[config.mk]
export PLATFORM = sky130hd
export DESIGN_NAME = sample_frame_deframer
export DESIGN_NICKNAME = d
export VERILOG_FILES = /design/src/rtl/sfd_pkg.sv /design/src/rtl/sfd_parser.sv /design/src/rtl/sfd_out_stage.sv /design/src/rtl/sample_frame_deframer.sv
export SDC_FILE = /design/constraint.sdc
export NUM_CORES = 1
export LEC_CHECK = 0
export BUFFER_PORTS_ARGS = -buffer_cell sky130_fd_sc_hd__buf_4
export CAP_MARGIN = 20
export CELL_PAD_IN_SITES_DETAIL_PLACEMENT = 0
export CELL_PAD_IN_SITES_GLOBAL_PLACEMENT = 1
export CORE_MARGIN = 10
export CORE_UTILIZATION = 48
export DETAILED_ROUTE_END_ITERATION = 8
export PLACE_DENSITY = 0.87
export REMOVE_ABC_BUFFERS = 1
export SKIP_LAST_GASP = 1
export SLEW_MARGIN = 10
export SYNTH_ARGS = -nofsm -noshare
export SYNTH_HDL_FRONTEND = slang
export SYNTH_SLANG_ARGS = --single-unit
[constraint.sdc]
create_clock -name clk -period 5 [get_ports clk]
set_input_delay 0.25 -clock clk [delete_from_list [all_inputs] [get_ports clk]]
set_output_delay 0.25 -clock clk [all_outputs]
set_load 0.02 [all_outputs]
[src/rtl/sfd_pkg.sv]
// Shared types and constants for the sample frame deframer.
// No dependencies; used by every module in rtl/.
package sfd_pkg;

    localparam int BYTE_W  = 8;
    localparam int VALUE_W = 16;
    localparam int KIND_W  = 2;
    localparam int TDATA_W = VALUE_W + 2 * BYTE_W;

    localparam logic [BYTE_W-1:0] HEADER_RESET  = 8'hAA;
    localparam logic [BYTE_W-1:0] TRAILER_RESET = 8'hEF;
    localparam logic [BYTE_W-1:0] COUNT_MAX     = 8'hFF;

    localparam logic [0:0] CFG_HEADER  = 1'b0;
    localparam logic [0:0] CFG_TRAILER = 1'b1;

    typedef enum logic [KIND_W-1:0] {
        KIND_SAMPLE = 2'd0,
        KIND_ACCEPT = 2'd1,
        KIND_REJECT = 2'd2
    } kind_t;

    typedef enum logic [4:0] {
        PH_IDLE   = 5'b00001,
        PH_LENGTH = 5'b00010,
        PH_HIGH   = 5'b00100,
        PH_LOW    = 5'b01000,
        PH_END    = 5'b10000
    } phase_t;

    typedef struct packed {
        kind_t               kind;
        logic [VALUE_W-1:0]  value;
        logic [BYTE_W-1:0]   index;
        logic [BYTE_W-1:0]   total;
    } result_t;

endpackage

[src/rtl/sfd_parser.sv]
// Frame parser: configuration registers, phase state and result decode.
// Depends on sfd_pkg.
module sfd_parser
(
    input  logic                        clk,
    input  logic                        rst_n,
    input  logic                        cfg_we,
    input  logic [0:0]                  cfg_index,
    input  logic [sfd_pkg::BYTE_W-1:0]  cfg_data,
    input  logic                        in_accept,
    input  logic [sfd_pkg::BYTE_W-1:0]  in_byte,
    output logic                        res_valid,
    output sfd_pkg::result_t            res
);

    logic [sfd_pkg::BYTE_W-1:0] header_reg;
    logic [sfd_pkg::BYTE_W-1:0] trailer_reg;
    sfd_pkg::phase_t            phase_reg;
    sfd_pkg::phase_t            phase_next;
    logic [sfd_pkg::BYTE_W-1:0] expected_reg;
    logic [sfd_pkg::BYTE_W-1:0] expected_next;
    logic [sfd_pkg::BYTE_W-1:0] count_reg;
    logic [sfd_pkg::BYTE_W-1:0] count_next;
    logic [sfd_pkg::BYTE_W-1:0] high_reg;
    logic [sfd_pkg::BYTE_W-1:0] high_next;

    always_comb
    begin
        phase_next    = phase_reg;
        expected_next = expected_reg;
        count_next    = count_reg;
        high_next     = high_reg;
        res_valid     = 1'b0;
        res.kind      = sfd_pkg::KIND_SAMPLE;
        res.value     = '0;
        res.index     = '0;
        res.total     = '0;
        case (phase_reg)
            sfd_pkg::PH_LENGTH:
            begin
                expected_next = in_byte;
                count_next    = '0;
                phase_next    = sfd_pkg::PH_HIGH;
            end
            sfd_pkg::PH_HIGH:
            begin
                high_next  = in_byte;
                phase_next = sfd_pkg::PH_LOW;
            end
            sfd_pkg::PH_LOW:
            begin
                res_valid = 1'b1;
                res.value = {high_reg, in_byte};
                res.index = count_reg;
                if (count_reg != sfd_pkg::COUNT_MAX)
                begin
                    count_next = count_reg + 1'b1;
                end
                phase_next = (count_next >= expected_reg) ? sfd_pkg::PH_END
                                                          : sfd_pkg::PH_HIGH;
            end
            sfd_pkg::PH_END:
            begin
                res_valid  = 1'b1;
                res.kind   = (in_byte == trailer_reg) ? sfd_pkg::KIND_ACCEPT
                                                      : sfd_pkg::KIND_REJECT;
                res.total  = count_reg;
                phase_next = sfd_pkg::PH_IDLE;
            end
            default:
            begin
                phase_next = (in_byte == header_reg) ? sfd_pkg::PH_LENGTH
                                                     : sfd_pkg::PH_IDLE;
            end
        endcase
        res_valid = res_valid & in_accept;
    end

    always_ff @(posedge clk or negedge rst_n)
    begin
        if (!rst_n)
        begin
            header_reg   <= sfd_pkg::HEADER_RESET;
            trailer_reg  <= sfd_pkg::TRAILER_RESET;
            phase_reg    <= sfd_pkg::PH_IDLE;
            expected_reg <= '0;
            count_reg    <= '0;
            high_reg     <= '0;
        end
        else
        begin
            if (cfg_we)
            begin
                case (cfg_index)
                    sfd_pkg::CFG_HEADER:  header_reg  <= cfg_data;
                    sfd_pkg::CFG_TRAILER: trailer_reg <= cfg_data;
                    default:              header_reg  <= header_reg;
                endcase
            end
            if (in_accept)
            begin
                phase_reg    <= phase_next;
                expected_reg <= expected_next;
                count_reg    <= count_next;
                high_reg     <= high_next;
            end
        end
    end

endmodule

[src/rtl/sfd_out_stage.sv]
// Result register with a skid entry for the master-side stream.
// Depends on sfd_pkg.
module sfd_out_stage
(
    input  logic             clk,
    input  logic             rst_n,
    input  logic             push,
    input  sfd_pkg::result_t push_data,
    output logic             room,
    output logic             out_valid,
    output sfd_pkg::result_t out_data,
    input  logic             out_ready
);

    logic             out_valid_reg;
    sfd_pkg::result_t out_data_reg;
    logic             skid_valid_reg;
    sfd_pkg::result_t skid_data_reg;
    logic             out_load;

    assign out_load  = !out_valid_reg || out_ready;
    assign room      = !skid_valid_reg;
    assign out_valid = out_valid_reg;
    assign out_data  = out_data_reg;

    always_ff @(posedge clk or negedge rst_n)
    begin
        if (!rst_n)
        begin
            out_valid_reg  <= 1'b0;
            skid_valid_reg <= 1'b0;
        end
        else if (out_load)
        begin
            if (skid_valid_reg)
            begin
                out_valid_reg  <= 1'b1;
                skid_valid_reg <= 1'b0;
            end
            else
            begin
                out_valid_reg <= push;
            end
        end
        else if (push)
        begin
            skid_valid_reg <= 1'b1;
        end
    end

    always_ff @(posedge clk)
    begin
        if (out_load)
        begin
            out_data_reg <= skid_valid_reg ? skid_data_reg : push_data;
        end
        else if (push)
        begin
            skid_data_reg <= push_data;
        end
    end

endmodule

[src/rtl/sample_frame_deframer.sv]
// Top level of the sample frame deframer: byte stream in, sample/result stream out.
// Depends on sfd_pkg, sfd_parser and sfd_out_stage.
//
// Takes one received byte per cycle while input is ready. A byte equal to the
// header register opens a frame, the next byte gives the sample count (zero counts
// as one), byte pairs follow high byte first, and one trailer byte closes the
// frame. Each sample is delivered as it completes; the trailer byte yields an
// accept or reject result with the sample total. Each result is registered in the
// output stage. The byte rate is one per cycle, set by the single parser state
// update; a two-entry output register keeps input ready while one result waits,
// so input stalls only when the output side has held back two results.
module sample_frame_deframer
(
    input  logic                         clk,
    input  logic                         rst_n,
    input  logic                         cfg_we,
    input  logic [0:0]                   cfg_index,
    input  logic [sfd_pkg::BYTE_W-1:0]   cfg_data,
    input  logic                         s_tvalid,
    output logic                         s_tready,
    input  logic [sfd_pkg::BYTE_W-1:0]   s_tdata,   // [7:0] rx_byte
    output logic                         m_tvalid,
    input  logic                         m_tready,
    output logic [sfd_pkg::TDATA_W-1:0]  m_tdata,   // [15:0] sample_value,
                                                    // [23:16] sample_index,
                                                    // [31:24] frame_samples
    output logic [sfd_pkg::KIND_W-1:0]   m_tuser    // [1:0] result_kind
);

    logic             in_accept;
    logic             res_valid;
    sfd_pkg::result_t res;
    sfd_pkg::result_t out_res;

    assign in_accept = s_tvalid && s_tready;

    sfd_parser u_parser
    (
        .clk       (clk),
        .rst_n     (rst_n),
        .cfg_we    (cfg_we),
        .cfg_index (cfg_index),
        .cfg_data  (cfg_data),
        .in_accept (in_accept),
        .in_byte   (s_tdata),
        .res_valid (res_valid),
        .res       (res)
    );

    sfd_out_stage u_out_stage
    (
        .clk       (clk),
        .rst_n     (rst_n),
        .push      (res_valid),
        .push_data (res),
        .room      (s_tready),
        .out_valid (m_tvalid),
        .out_data  (out_res),
        .out_ready (m_tready)
    );

    assign m_tdata = {out_res.total, out_res.index, out_res.value};
    assign m_tuser = out_res.kind;

endmodule

# Yosys cells after proc, flatten, opt, wreduce, memory -nomap -nowiden

Cells that the tools add are included.
W data, S select, Z words.

Output and inout port bits: 36
Bits of input ports: 22
Register bits after elaboration: 115

Add/sub/neg operators: 1
Bitwise logic cells: 3
Reduce and logical (&&, ||, !) cells: 13
Magnitude comparators: 1
Mux-type cells: 15
Equality and inequality tests: 7

Operator list:

| operator              | count |
|---|---|
| $mux W34              | 1 |
| $mux W24              | 1 |
| $mux W8               | 3 |
| $pmux W5 S4           | 1 |
| $eq A8 B8 Y1          | 2 |
| $pmux W8 S2           | 1 |
| $reduce_and A2 Y1     | 6 |
| $add A8 B1 Y8 const B | 1 |
| $ge A8 B8 Y1          | 1 |
| $ne A8 B8 Y1 const B  | 1 |
| $mux W2               | 3 |
| $eq A5 B2 Y1 const B  | 1 |
| $eq A5 B3 Y1 const B  | 1 |
| $eq A5 B4 Y1 const B  | 1 |
| $eq A5 B5 Y1 const B  | 1 |
| $mux W5               | 1 |
| $mux W1               | 4 |
| $reduce_bool A2 Y1    | 2 |
| $logic_not A1 Y1      | 2 |
| $not A1 Y1            | 2 |
| $reduce_or A2 Y1      | 1 |
| $and A1 B1 Y1         | 1 |
| $logic_and A1 B1 Y1   | 1 |
| $logic_or A1 B1 Y1    | 1 |

# Logic depth before layout (Yosys ltp)

Gate-level depths: netlist of run 1.

Depth in word-level cells: 6
Depth in mapped cells: 11
Mapped depth without buffers: 10

# Cells and area by module

Synthesis of run 1 repeated with hierarchy kept, for this count alone.

Cells, all modules: 374
Area total of the unflattened synthesis: 5347.6 um^2

Modules (own cells, without submodules):

| module                | area an instance (um^2) | instances | cells each |
|---|---|---|---|
| sfd_out_stage         | 2680.1                  | 1         | 115 |
| sfd_parser            | 2661.3                  | 1         | 258 |
| sample_frame_deframer | 6.3                     | 1         | 1 |

# Least setup slack after synthesis of run 1

OpenSTA, ideal clock, no wires.

Path kind: register to register
Start point: register u_out_stage.out_valid_reg, in the netlist u_out_stage.out_valid
End point: register u_out_stage.skid_data_reg[0] (netlist name) (enable)
Required time: 4.533 ns
Data arrival time: 3.752 ns
Library setup time: 0.467 ns
Period minus slack after synthesis: 4.220 ns
Slack: 0.780 ns
Cell stages (with the launch flop): 3
Cells stage by stage: dfrtp_1 -> nand2b_1 -> nor3_1

Longest elaborated chain between the ends: 4

RTL lines:

| what                           | line                | RTL |
|---|---|---|
| start: declaration             | sfd_out_stage.sv:15 | `logic out_valid_reg;` |
| start signal: assignment       | sfd_out_stage.sv:42 | `out_valid_reg <= push;` |
| $logic_not A1 Y1               | sfd_out_stage.sv:21 | `assign out_load = !out_valid_reg \|\| out_ready;` |
| $logic_or A1 B1 Y1             | sfd_out_stage.sv:21 |  |
| named net u_out_stage.out_load | sfd_out_stage.sv:19 | `logic out_load;` |
| $not A1 Y1 (no line)           | --                  |  |
| $reduce_and A2 Y1 (no line)    | --                  |  |
| end signal: assignment         | sfd_out_stage.sv:59 | `skid_data_reg <= push_data;` |
| end: declaration               | sfd_out_stage.sv:18 | `sfd_pkg::result_t skid_data_reg;` |

The timed path passes the listed nets, and every way through them passes these cells.
A chain may end at the register's enable or synchronous reset.

# Final worst setup path of run 1

Start point: register u_parser.phase_reg[4]
End point: register u_out_stage.skid_data_reg[1] (netlist name) (enable)

Longest elaborated chain between the ends: 5
Elaborated cells between the ends (all ways): 6
Those cells by class: eq/ne: 2; mux: 1; bitwise: 1; reduce/logical: 2

RTL lines:

| what                                         | line              | RTL |
|---|---|---|
| start: declaration                           | sfd_parser.sv:18  | `sfd_pkg::phase_t phase_reg;` |
| start signal: assignment                     | sfd_parser.sv:85  | `phase_reg <= sfd_pkg::PH_IDLE;` |
| start signal: assignment                     | sfd_parser.sv:102 | `phase_reg <= phase_next;` |
| $eq A5 B4 Y1 or $eq A5 B5 Y1 (tied branches) | sfd_parser.sv:38  | `case (phase_reg)` |
| $reduce_or A2 Y1 (no line) (*)               | --                |  |
| $mux W1 (*)                                  | sfd_parser.sv:38  |  |
| $and A1 B1 Y1 (*)                            | sfd_parser.sv:76  | `res_valid = res_valid & in_accept;` |
| $reduce_and A2 Y1 (no line) (*)              | --                |  |

Every way passes the cells marked *; elsewhere a longest branch is shown, timed or not.

==> results of run 1 <==
[worst max path at each step]
stage                                               end  depth (start not counted)
after floorplan            u_out_stage.skid_data_reg[0]                          4
after global placement     u_out_stage.skid_data_reg[0]                          5
after detailed placement  u_out_stage.skid_data_reg[15]                          5
after CTS                 u_out_stage.skid_data_reg[10]                          5
after global routing              u_parser.phase_reg[4]                          9
final                      u_out_stage.skid_data_reg[1]                          5
[tightest hold or removal path, cell delays in order]
cell,delay [ns]
buf_4,0.13
nand2_1,0.05
o21ai_0,0.07
[logic make-up (layout without fill, tap and decap cells)]
group	after synthesis	count (layout)	share of synthesized area (%)
muxes	57	57	13.3
DFF	115	115	60.9
xor gates and xnor gates	20	20	3.30
adders and majority gates	9	9	2.12
AOI/OAI and AO/OA	46	46	5.35
buffers and inverters	28	110	3.11
and+or+nand+nor	106	106	11.9
[layout make-up]
cell class / count / share of cell area [%]
well taps: 140 / 2.71
multi-input cells: 238 / 29.7
repair buffers: 68 / 8.28
flip-flops and latches: 115 / 50.0
inverters: 10 / 0.580
clock inverters: 14 / 1.99
clock buffers: 18 / 6.79
[power breakdown]
part / internal [mW] / switching [mW]
logic: 0.0450 / 0.0385
clock network: 0.689 / 0.438
registers: 1.03 / 0.0131
total: 1.76 / 0.490
[layout by cell type (no fill, tap or decap), types with 3 or more instances in the layout]
master and count:
and2_1 15, mux2_4 18, buf_4 58, nor2b_1 4
nor4_1 4, clkbuf_16 17, nor2_1 14, a211oi_1 5
inv_1 9, mux2_2 37, clkinv_4 3, o31ai_1 4
o21ai_0 14, dfstp_2 12, edfxtp_1 68, dlygate4sd3_1 10
a31oi_1 3, clkinvlp_4 6, ha_1 9, dfrtp_1 35
a21oi_1 13, and2_4 18, nand2b_1 3, and3_1 3
nand2_1 30, xor2_1 19, nand3_1 3
[metrics by stage]
step | instance area [um2] | util, % | total power, mW | setup slack, ns | hold WS [ns]
2_1_floorplan | 5180 | - | 1.10 | 0.772 | -0.0456
3_3_place_gp | 5800 | 53.5 | 1.13 | 2.42 | 0.299
3_5_place_dp | 5800 | 53.5 | 1.14 | 2.33 | 0.307
4_1_cts | 6470 | 59.7 | 2.27 | 2.32 | 0.0130
5_1_grt | 6470 | 59.7 | 2.33 | 2.09 | 0.0304
6_report | 6470 | 59.7 | 2.25 | 2.36 | 0.0289
[metal layers]
| layer | vias to the layer above | wire length [um] |
|---|---|---|
| li1 | 1515 | - |
| met2 | 56 | 5060 |
| met5 | - | 0 |
| met1 | 1542 | 4610 |
| met4 | 0 | 148 |
| met3 | 13 | 361 |
==> results.sh, run 1 <==
export IMPL_synthesis_yosys_warnings=0
export IMPL_synth_async_reset_ratio_pct=40.9
export IMPL_critPathSlowestCell="and3b_1"
export IMPL_cts_root_buffer_cell="clkbuf_8"
export IMPL_startpoint_of_the_worst_register_to_register_path="u_parser.phase_reg[4]"
export IMPL_max_slew_worst_pin_slew_ns=0.922
export IMPL_numPortBuffers=57
export IMPL_netlist_top_cells_area="edfxtp_1 38%, dfrtp_1 16%, mux2_2 7.8%"
export IMPL_drt_drc_violations_left=0
export IMPL_path_max_fanout=34
export IMPL_fillers=822
export IMPL_final_setup_viol_count=0
export IMPL_yosys_cell_types_count=46
export IMPL_numClockSinks=115
export IMPL_max_cap_violations=0
export IMPL_core_area_um2=10800
export IMPL_grt_antenna_before_repair=0
export IMPL_period_share_pct=52.8
export IMPL_cts_hold_buffers=10
export IMPL_postSynthAreaPerCell_um2=13.9
export IMPL_final_hold_violation_count=0
export IMPL_cp_common_cell="nor3_2"
export IMPL_dpl_cell_count=561
export IMPL_crit_type="reg -> reg"
export IMPL_synth_enable_flop_cells=68
export IMPL_groute_layer_met3_usage_pct=4.18
export IMPL_die_width_um=125
export IMPL_postCtsSetupBuffers=0
export IMPL_ff2ff_path_depth=5
export IMPL_crit_reg2reg_capture="u_out_stage.skid_data_reg[1]"
export IMPL_syn2layout_area_growth_pct=21.8
export IMPL_grt_max_degree=48
export IMPL_diodes_inserted=0
export IMPL_cts_resized=0
export IMPL_grt_util_all_layers_pct=13.6
export IMPL_synth_most_common_cell="edfxtp_1"
export IMPL_first_global_vias=3378
export IMPL_synth_cell_area_um2=5310
export IMPL_std_cell_rows=38
export IMPL_critPathLaunch="u_parser.phase_reg[4]"
export IMPL_multi_input_logic_area_um2=1920
export IMPL_routedWlPerCell_um=16.9
export IMPL_dr_first_iter_drc_count=163
export IMPL_clock_insertion_delay_worst_skew_ns=0.51
export IMPL_report_final_slew_viol_count=0
export IMPL_clock_fmax_mhz=379
export IMPL_fp_dieArea_um2=15700
export IMPL_htree_depth=4
export IMPL_synth_top_cell_area_share_pct=38.5
export IMPL_ioPinCount=58
export IMPL_timing_critical_path_arrival_ns=2.80
export IMPL_top_usage_layer="met2"
export IMPL_timing_final_crit_period_ns=2.64
export IMPL_r2r_slack_ns=2.36
export IMPL_worstSetupEndpointType="flip-flop"
export IMPL_critical_path_top_delay_family="simple AND/OR/NAND/NOR gates"
export IMPL_ys_seq_area_share_pct=60.9
export IMPL_worstHoldEndpoint="u_parser.expected_reg[2]"
export IMPL_finalSetupTns_ns=0
export IMPL_worstPathBufferInverterCount=1
export IMPL_clock_skew_ns=0.00721
export IMPL_finalNonFillerCells=603
export IMPL_grt_util_met2_pct=22.3
export IMPL_critPathLaunchType="flip-flop"
export IMPL_tritoncts_num_buffers=17
export IMPL_rsz0062_at_grt="no"
export IMPL_cp_required_ns=5.16
export IMPL_clock_tree_from_tritoncts="yes"
export IMPL_number_of_stages_on_the_worst_hold_path=3
export IMPL_layout_area_seq_um2=3230
export IMPL_synth_common_cells="68 x edfxtp_1, 37 x mux2_2, 35 x dfrtp_1"
export IMPL_detailed_place_hpwl_mm=6.87
export IMPL_hold_path_startpoint="s_tdata[2]"
export IMPL_layout_drive_gt1_share_pct=39.3
export IMPL_drt_pass1_iter_count=4
export IMPL_power_ir_vdd_worst_mv=0.243
export IMPL_synth_largest_area_cell="edfxtp_1"
export IMPL_global_route_wire_length_before_repair_mm=17.3
export IMPL_netlist_instances=381
export IMPL_maxSlewHeadroom_pct=38.5
export IMPL_pwr_cell_area_nw_per_um2=348
export IMPL_antenna_left=0
export IMPL_ctsLongestPathBuffers=2
export IMPL_globalRouteOverflowTotal=0
export IMPL_clk_pin_slew_ns=0.06
export IMPL_final_nets=481
export IMPL_drt_wl_total_mm=10.2
export IMPL_static_leakage_power_nw=2.91
export IMPL_floorplan_initialDensity_pct=49.0
export IMPL_route_vias_total=3126
export IMPL_die_h_um=125
export IMPL_status="complete, no violations"
export IMPL_gr_usage_met1_pct=16.4
export IMPL_slowest_delay_ns=0.79
export IMPL_viasPerCell=5.18
export IMPL_min_delay_path_class="in -> reg"
export IMPL_postSynthRegisterBits=115
export IMPL_synth_main_ff_cell="edfxtp_1"
export IMPL_timing_critical_path_cells="nor3_2, and3b_1, nor2_1, nor3_2, buf_4"
export IMPL_place_gp_congestion=0.847
Power figures use the tool's default switching activity.
==> inputs of run 2 (changes only) <==
- clock period: 5 -> 2.6 ns (I/O delays scaled with it)
==> results.sh, run 2 (same netlist as run 1, synthesis figures left out) <==
export IMPL_clock_insertion_delay_worst_skew_ns=0.52
export IMPL_first_global_vias=3352
export IMPL_timing_critical_path_arrival_ns=2.79
export IMPL_place_gp_congestion=0.894
export IMPL_period_share_pct=91.9
export IMPL_max_cap_violations=0
export IMPL_die_h_um=125
export IMPL_tritoncts_num_buffers=17
export IMPL_drt_wl_total_mm=10.3
export IMPL_route_vias_total=3220
export IMPL_crit_reg2reg_capture="u_parser.phase_reg[2]"
export IMPL_cts_root_buffer_cell="clkbuf_8"
export IMPL_ctsLongestPathBuffers=2
export IMPL_p_comb_share_pct=3.9
export IMPL_cp_required_ns=3.00
export IMPL_timing_final_crit_period_ns=2.39
export IMPL_clock_fmax_mhz=419
export IMPL_grt_antenna_before_repair=0
export IMPL_clk_pin_slew_ns=0.06
export IMPL_hold_path_startpoint="cfg_index"
export IMPL_grt_util_all_layers_pct=13.6
export IMPL_crit_type="reg -> reg"
export IMPL_critPathLaunchType="flip-flop"
export IMPL_worstHoldEndpoint="u_parser.header_reg[0]"
export IMPL_internal_power_mw=3.41
export IMPL_final_nets=496
export IMPL_layout_commonest_cell="edfxtp_1"
export IMPL_critPathSlowestCell="dfrtp_1"
export IMPL_fin_total_pwr_mw=4.29
export IMPL_slowest_delay_ns=0.41
export IMPL_p_sw_share_pct=20.4
export IMPL_startpoint_of_the_worst_register_to_register_path="u_parser.count_reg[1]"
export IMPL_die_width_um=125
export IMPL_finalSetupTns_ns=0
export IMPL_dr_first_iter_drc_count=219
export IMPL_ioPinCount=58
export IMPL_detailed_place_hpwl_mm=7.09
export IMPL_viasPerCell=5.21
export IMPL_numPortBuffers=57
export IMPL_numClockSinks=115
export IMPL_postCtsSetupBuffers=0
export IMPL_seq_power_share_pct=46.8
export IMPL_antenna_left=0
export IMPL_pwr_cell_area_nw_per_um2=651
export IMPL_syn2layout_area_growth_pct=24.0
export IMPL_most_common_layout_cells="68 x edfxtp_1, 65 x buf_4, 37 x mux2_2, 35 x dfrtp_1, 29 x nand2_1"
export IMPL_diodes_inserted=0
export IMPL_core_area_um2=10800
export IMPL_final_setup_viol_count=0
export IMPL_layout_drive_gt1_share_pct=39.1
export IMPL_rsz0062_at_grt="no"
export IMPL_r2r_slack_ns=0.21
export IMPL_worstPathBufferInverterCount=0
export IMPL_clock_tree_from_tritoncts="yes"
export IMPL_final_hold_violation_count=0
export IMPL_worstSetupEndpointType="flip-flop"
export IMPL_globalRouteOverflowTotal=0
export IMPL_report_final_slew_viol_count=0
export IMPL_status="complete, no violations"
export IMPL_critical_path_top_delay_family="compound AO/OA/AOI/OAI gates"
export IMPL_max_slew_worst_pin_slew_ns=0.718
export IMPL_power_ir_vdd_worst_mv=0.388
export IMPL_htree_depth=4
export IMPL_net_switching_mw=0.875
export IMPL_ff2ff_path_depth=9
export IMPL_fp_dieArea_um2=15700
export IMPL_pwr_share_clk_pct=49.3
export IMPL_path_max_fanout=5
export IMPL_number_of_stages_on_the_worst_hold_path=3
export IMPL_floorplan_initialDensity_pct=49.0
export IMPL_clock_skew_ns=0.00616
export IMPL_routedWlPerCell_um=16.7
export IMPL_std_cell_rows=38
export IMPL_drt_drc_violations_left=0
export IMPL_cp_common_cell="ha_1"
export IMPL_grt_max_degree=48
export IMPL_timing_critical_path_cells="ha_1, and2_1, a211oi_1, xor2_1, ha_1, a21oi_1, o21ai_0, a41oi_2, a221o_1"
export IMPL_maxSlewHeadroom_pct=52.0
export IMPL_global_route_wire_length_before_repair_mm=17.2
export IMPL_min_delay_path_class="in -> reg"
export IMPL_static_leakage_power_nw=2.99
export IMPL_drt_pass1_iter_count=4
## run 2: changes by cell type in the layout (fill, tap and decap cells not counted), sizes merged
cell and delta:
clkinvlp -5, bufinv +1, inv -2, clkbuf +1, dlygate4sd3 +8, buf +7
clkinv +5
## run 2: repair_timing
action	4_1_cts	5_1_grt
endpoints found under the hold margin	88	0
gates resized for setup	0	4
hold buffers	18	0
endpoints found under the setup margin	0	2
## run 2: area by class of cell
| cell class | count | area (um2) |
|---|---|---|
| Fill cell | 828 | 4260 |
| Sequential cell | 115 | 3230 |
| Multi-Input combinational cell | 238 | 1930 |
| Timing Repair Buffer | 83 | 668 |
| Clock buffer | 19 | 422 |
| Tap cell | 140 | 175 |
| Clock inverter | 13 | 118 |
| Inverter | 10 | 37.5 |
## run 2: through the flow
stage	utilization [%]	cells	cell area (um2)	hold WS [ns]	worst slack [ns]
after floorplan	-	363	5180	-0.166	-1.63
final	60.7	618	6580	0.127	0.211
after global placement	54.0	568	5850	0.173	0.270
after global routing	60.7	618	6580	0.133	0.0277
after CTS	60.6	618	6570	0.118	0.125
after detailed placement	54.0	568	5850	0.184	0.137
## run 2: routing by layer
layer / GRT usage (%) / routed length, um / share of wire, %
met5: 0 / 0 / 0
met4: 6.50 / 119 / 1.2
met3: 4.01 / 526 / 5.1
met2: 22.2 / 5160 / 50
met1: 16.1 / 4510 / 44
## run 2: how the worst max path moves through the flow
stage / to / slack (ns) / cells after the start / startpoint
finish: u_parser.phase_reg[2] / 0.21 / 9 / u_parser.count_reg[1]
floorplan: u_out_stage.skid_data_reg[0] / -1.63 / 4 / u_parser.phase_reg[4]
CTS: u_parser.phase_reg[4] / 0.12 / 9 / u_parser.count_reg[1]
detailed placement: u_parser.phase_reg[4] / 0.14 / 9 / u_parser.count_reg[1]
global placement: u_parser.phase_reg[4] / 0.27 / 9 / u_parser.count_reg[1]
global route: u_parser.phase_reg[4] / 0.03 / 9 / u_parser.count_reg[1]
## run 2: power by group through the flow
stage	registers [mW]	clock network, mW	logic (mW)
6_report	2.01	2.11	0.169
3_3_place_gp	2.04	0	0.145
4_1_cts	2.01	2.14	0.172
5_1_grt	2.01	2.24	0.187
2_1_floorplan	2.03	0	0.0808
3_5_place_dp	2.04	0	0.149
## run 2: tightest hold or removal path, delay by kind of cell
family | cells | cell delay, ns
multiplexers | 1 | 0.26
AND/OR/NAND/NOR | 1 | 0.14
buffers and inverters | 1 | 0.08
==> inputs of run 3 (changes only) <==
- CORE_UTILIZATION: 48 -> 31
- GPL_TIMING_DRIVEN: unset -> 0
- PLACE_DENSITY: 0.87 -> 0.63
==> results.sh, run 3 (same netlist as run 1, synthesis figures left out) <==
export IMPL_fp_dieArea_um2=22800
export IMPL_route_vias_total=3140
export IMPL_layout_area_seq_um2=3230
export IMPL_core_area_um2=16700
export IMPL_dr_first_iter_drc_count=149
export IMPL_numClockSinks=115
export IMPL_detailed_place_hpwl_mm=7.47
export IMPL_final_design_area_no_fill_um2=6730
export IMPL_slowest_delay_ns=0.45
export IMPL_floorplan_initialDensity_pct=31.8
export IMPL_critPathSlowestCell="dfrtp_2"
export IMPL_startpoint_of_the_worst_register_to_register_path="u_parser.count_reg[0]"
export IMPL_place_gp_congestion=0.750
export IMPL_grt_util_all_layers_pct=10.0
export IMPL_die_width_um=151
export IMPL_rsz0062_at_grt="no"
export IMPL_crit_reg2reg_capture="u_parser.phase_reg[2]"
export IMPL_final_nets=489
export IMPL_status="complete, no violations"
export IMPL_number_of_stages_on_the_worst_hold_path=3
export IMPL_p_sw_share_pct=19.8
export IMPL_layout_commonest_cell="edfxtp_1"
export IMPL_routedWlPerCell_um=15.6
export IMPL_cp_required_ns=2.90
export IMPL_timing_critical_path_arrival_ns=2.72
export IMPL_clock_fmax_mhz=413
export IMPL_final_setup_viol_count=0
export IMPL_clock_skew_ns=0.00630
export IMPL_drt_pass1_iter_count=4
export IMPL_fin_total_pwr_mw=4.54
export IMPL_static_leakage_power_nw=3.00
export IMPL_layout_drive_gt1_share_pct=40.1
export IMPL_ioPinCount=58
export IMPL_pwr_cell_area_nw_per_um2=674
export IMPL_syn2layout_area_growth_pct=26.8
export IMPL_maxSlewHeadroom_pct=39.0
export IMPL_clk_pin_slew_ns=0.05
export IMPL_hold_path_startpoint="s_tdata[4]"
export IMPL_globalRouteOverflowTotal=0
export IMPL_fillers=1626
export IMPL_grt_antenna_before_repair=0
export IMPL_timing_final_crit_period_ns=2.42
export IMPL_p_comb_share_pct=3.7
export IMPL_report_final_slew_viol_count=0
export IMPL_multi_input_logic_area_um2=1950
export IMPL_critPathLaunchType="flip-flop"
export IMPL_ff2ff_path_depth=9
export IMPL_grt_max_degree=48
export IMPL_most_common_layout_cells="68 x edfxtp_1, 59 x buf_4, 37 x mux2_2, 34 x dfrtp_1, 29 x nand2_1"
export IMPL_worstHoldEndpoint="u_parser.expected_reg[4]"
export IMPL_std_cell_rows=47
export IMPL_global_route_wire_length_before_repair_mm=17.4
export IMPL_r2r_slack_ns=0.18
export IMPL_clock_tree_from_tritoncts="yes"
export IMPL_seq_power_share_pct=44.2
export IMPL_cp_common_cell="ha_1"
export IMPL_path_max_fanout=7
export IMPL_die_h_um=151
export IMPL_finalSetupTns_ns=0
export IMPL_max_cap_violations=0
export IMPL_period_share_pct=93.2
export IMPL_pwr_share_clk_pct=52.2
export IMPL_diodes_inserted=0
export IMPL_timing_critical_path_cells="ha_1, and2_1, a211oi_2, xor2_1, ha_1, a21oi_1, o21ai_1, a41oi_2, a221o_1"
export IMPL_crit_type="reg -> reg"
export IMPL_internal_power_mw=3.64
export IMPL_net_switching_mw=0.897
export IMPL_final_hold_violation_count=0
export IMPL_layout_core_utilization_pct=40.3
export IMPL_cts_root_buffer_cell="clkbuf_16"
export IMPL_clock_insertion_delay_worst_skew_ns=0.42
export IMPL_power_ir_vdd_worst_mv=0.484
export IMPL_ctsLongestPathBuffers=2
export IMPL_dpl_instance_area_um2=5950
export IMPL_htree_depth=4
export IMPL_numPortBuffers=57
export IMPL_antenna_left=0
export IMPL_drt_wl_total_mm=10.8
export IMPL_worstSetupEndpointType="flip-flop"
export IMPL_tritoncts_num_buffers=17
export IMPL_max_slew_worst_pin_slew_ns=0.914
export IMPL_min_delay_path_class="in -> reg"
export IMPL_first_global_vias=3306
export IMPL_drt_drc_violations_left=0
export IMPL_viasPerCell=4.54
[run 3: cell types whose count changed in the layout (fill, tap and decap cells not counted), sizes merged]
cell	delta
clkbuf	+3
bufinv	+1
clkinv	-4
buf	-3
dlygate4sd3	-4
[run 3: final cells by class]
cell class	instances	area share (%)
flip-flops and latches	115	48.0
multi-input cells	238	28.9
repair buffers	76	9.41
clock buffers	22	7.04
well taps	220	4.09
clock inverters	10	1.93
inverters	10	0.558
[run 3: worst max path at each step]
stage / from / to / slack (ns) / cells after the start
after floorplan: u_parser.phase_reg[4] / u_out_stage.skid_data_reg[0] / -1.63 / 4
after global placement: u_parser.phase_reg[4] / u_out_stage.skid_data_reg[9] / -3.21 / 4
after CTS: u_parser.count_reg[0] / u_parser.phase_reg[4] / 0.03 / 9
after detailed placement: u_parser.phase_reg[4] / u_out_stage.skid_data_reg[8] / -0.69 / 6
final: u_parser.count_reg[0] / u_parser.phase_reg[2] / 0.18 / 9
after global routing: u_parser.count_reg[0] / u_parser.phase_reg[2] / 0.02 / 9
[run 3: critical path: cells and delay by family, from the launching register on]
family          cells  cell delay, ns
compound gates      5            0.90
fa+ha+maj           2            0.60
flops               1            0.45
simple gates        1            0.23
xor+xnor            1            0.12
[run 3: layer usage]
metal	vias up	share of wire [%]	track usage [%]
met5	-	0	0
met4	0	2.6	5.73
met3	16	4.8	3.01
met2	57	46	15.1
met1	1532	47	12.5
li1	1535	-	-
[run 3: what timing repair did]
| action | in CTS | in global routing |
|---|---|---|
| setup endpoints to repair | 36 | 2 |
| pin swaps | 1 | 0 |
| hold buffers | 14 | 0 |
| hold endpoints to repair | 57 | 0 |
| setup buffers | 1 | 0 |
| resized for setup | 5 | 6 |
[run 3: power by group through the flow]
stage	logic (mW)	clock network, mW	registers, mW
5_1_grt	0.185	2.50	2.01
3_5_place_dp	0.152	0	2.04
4_1_cts	0.171	2.43	2.00
3_3_place_gp	0.150	0	2.04
6_report	0.166	2.37	2.00
2_1_floorplan	0.0808	0	2.03
[run 3: metrics by stage]
stage / instances / setup WS [ns] / hold WS, ns
4_1_cts: 691 / 0.0255 / 0.00219
5_1_grt: 691 / 0.0206 / 0.0159
3_3_place_gp: 640 / -3.21 / 0.187
6_report: 691 / 0.178 / 0.00400
3_5_place_dp: 644 / -0.692 / 0.200
2_1_floorplan: 363 / -1.63 / -0.166
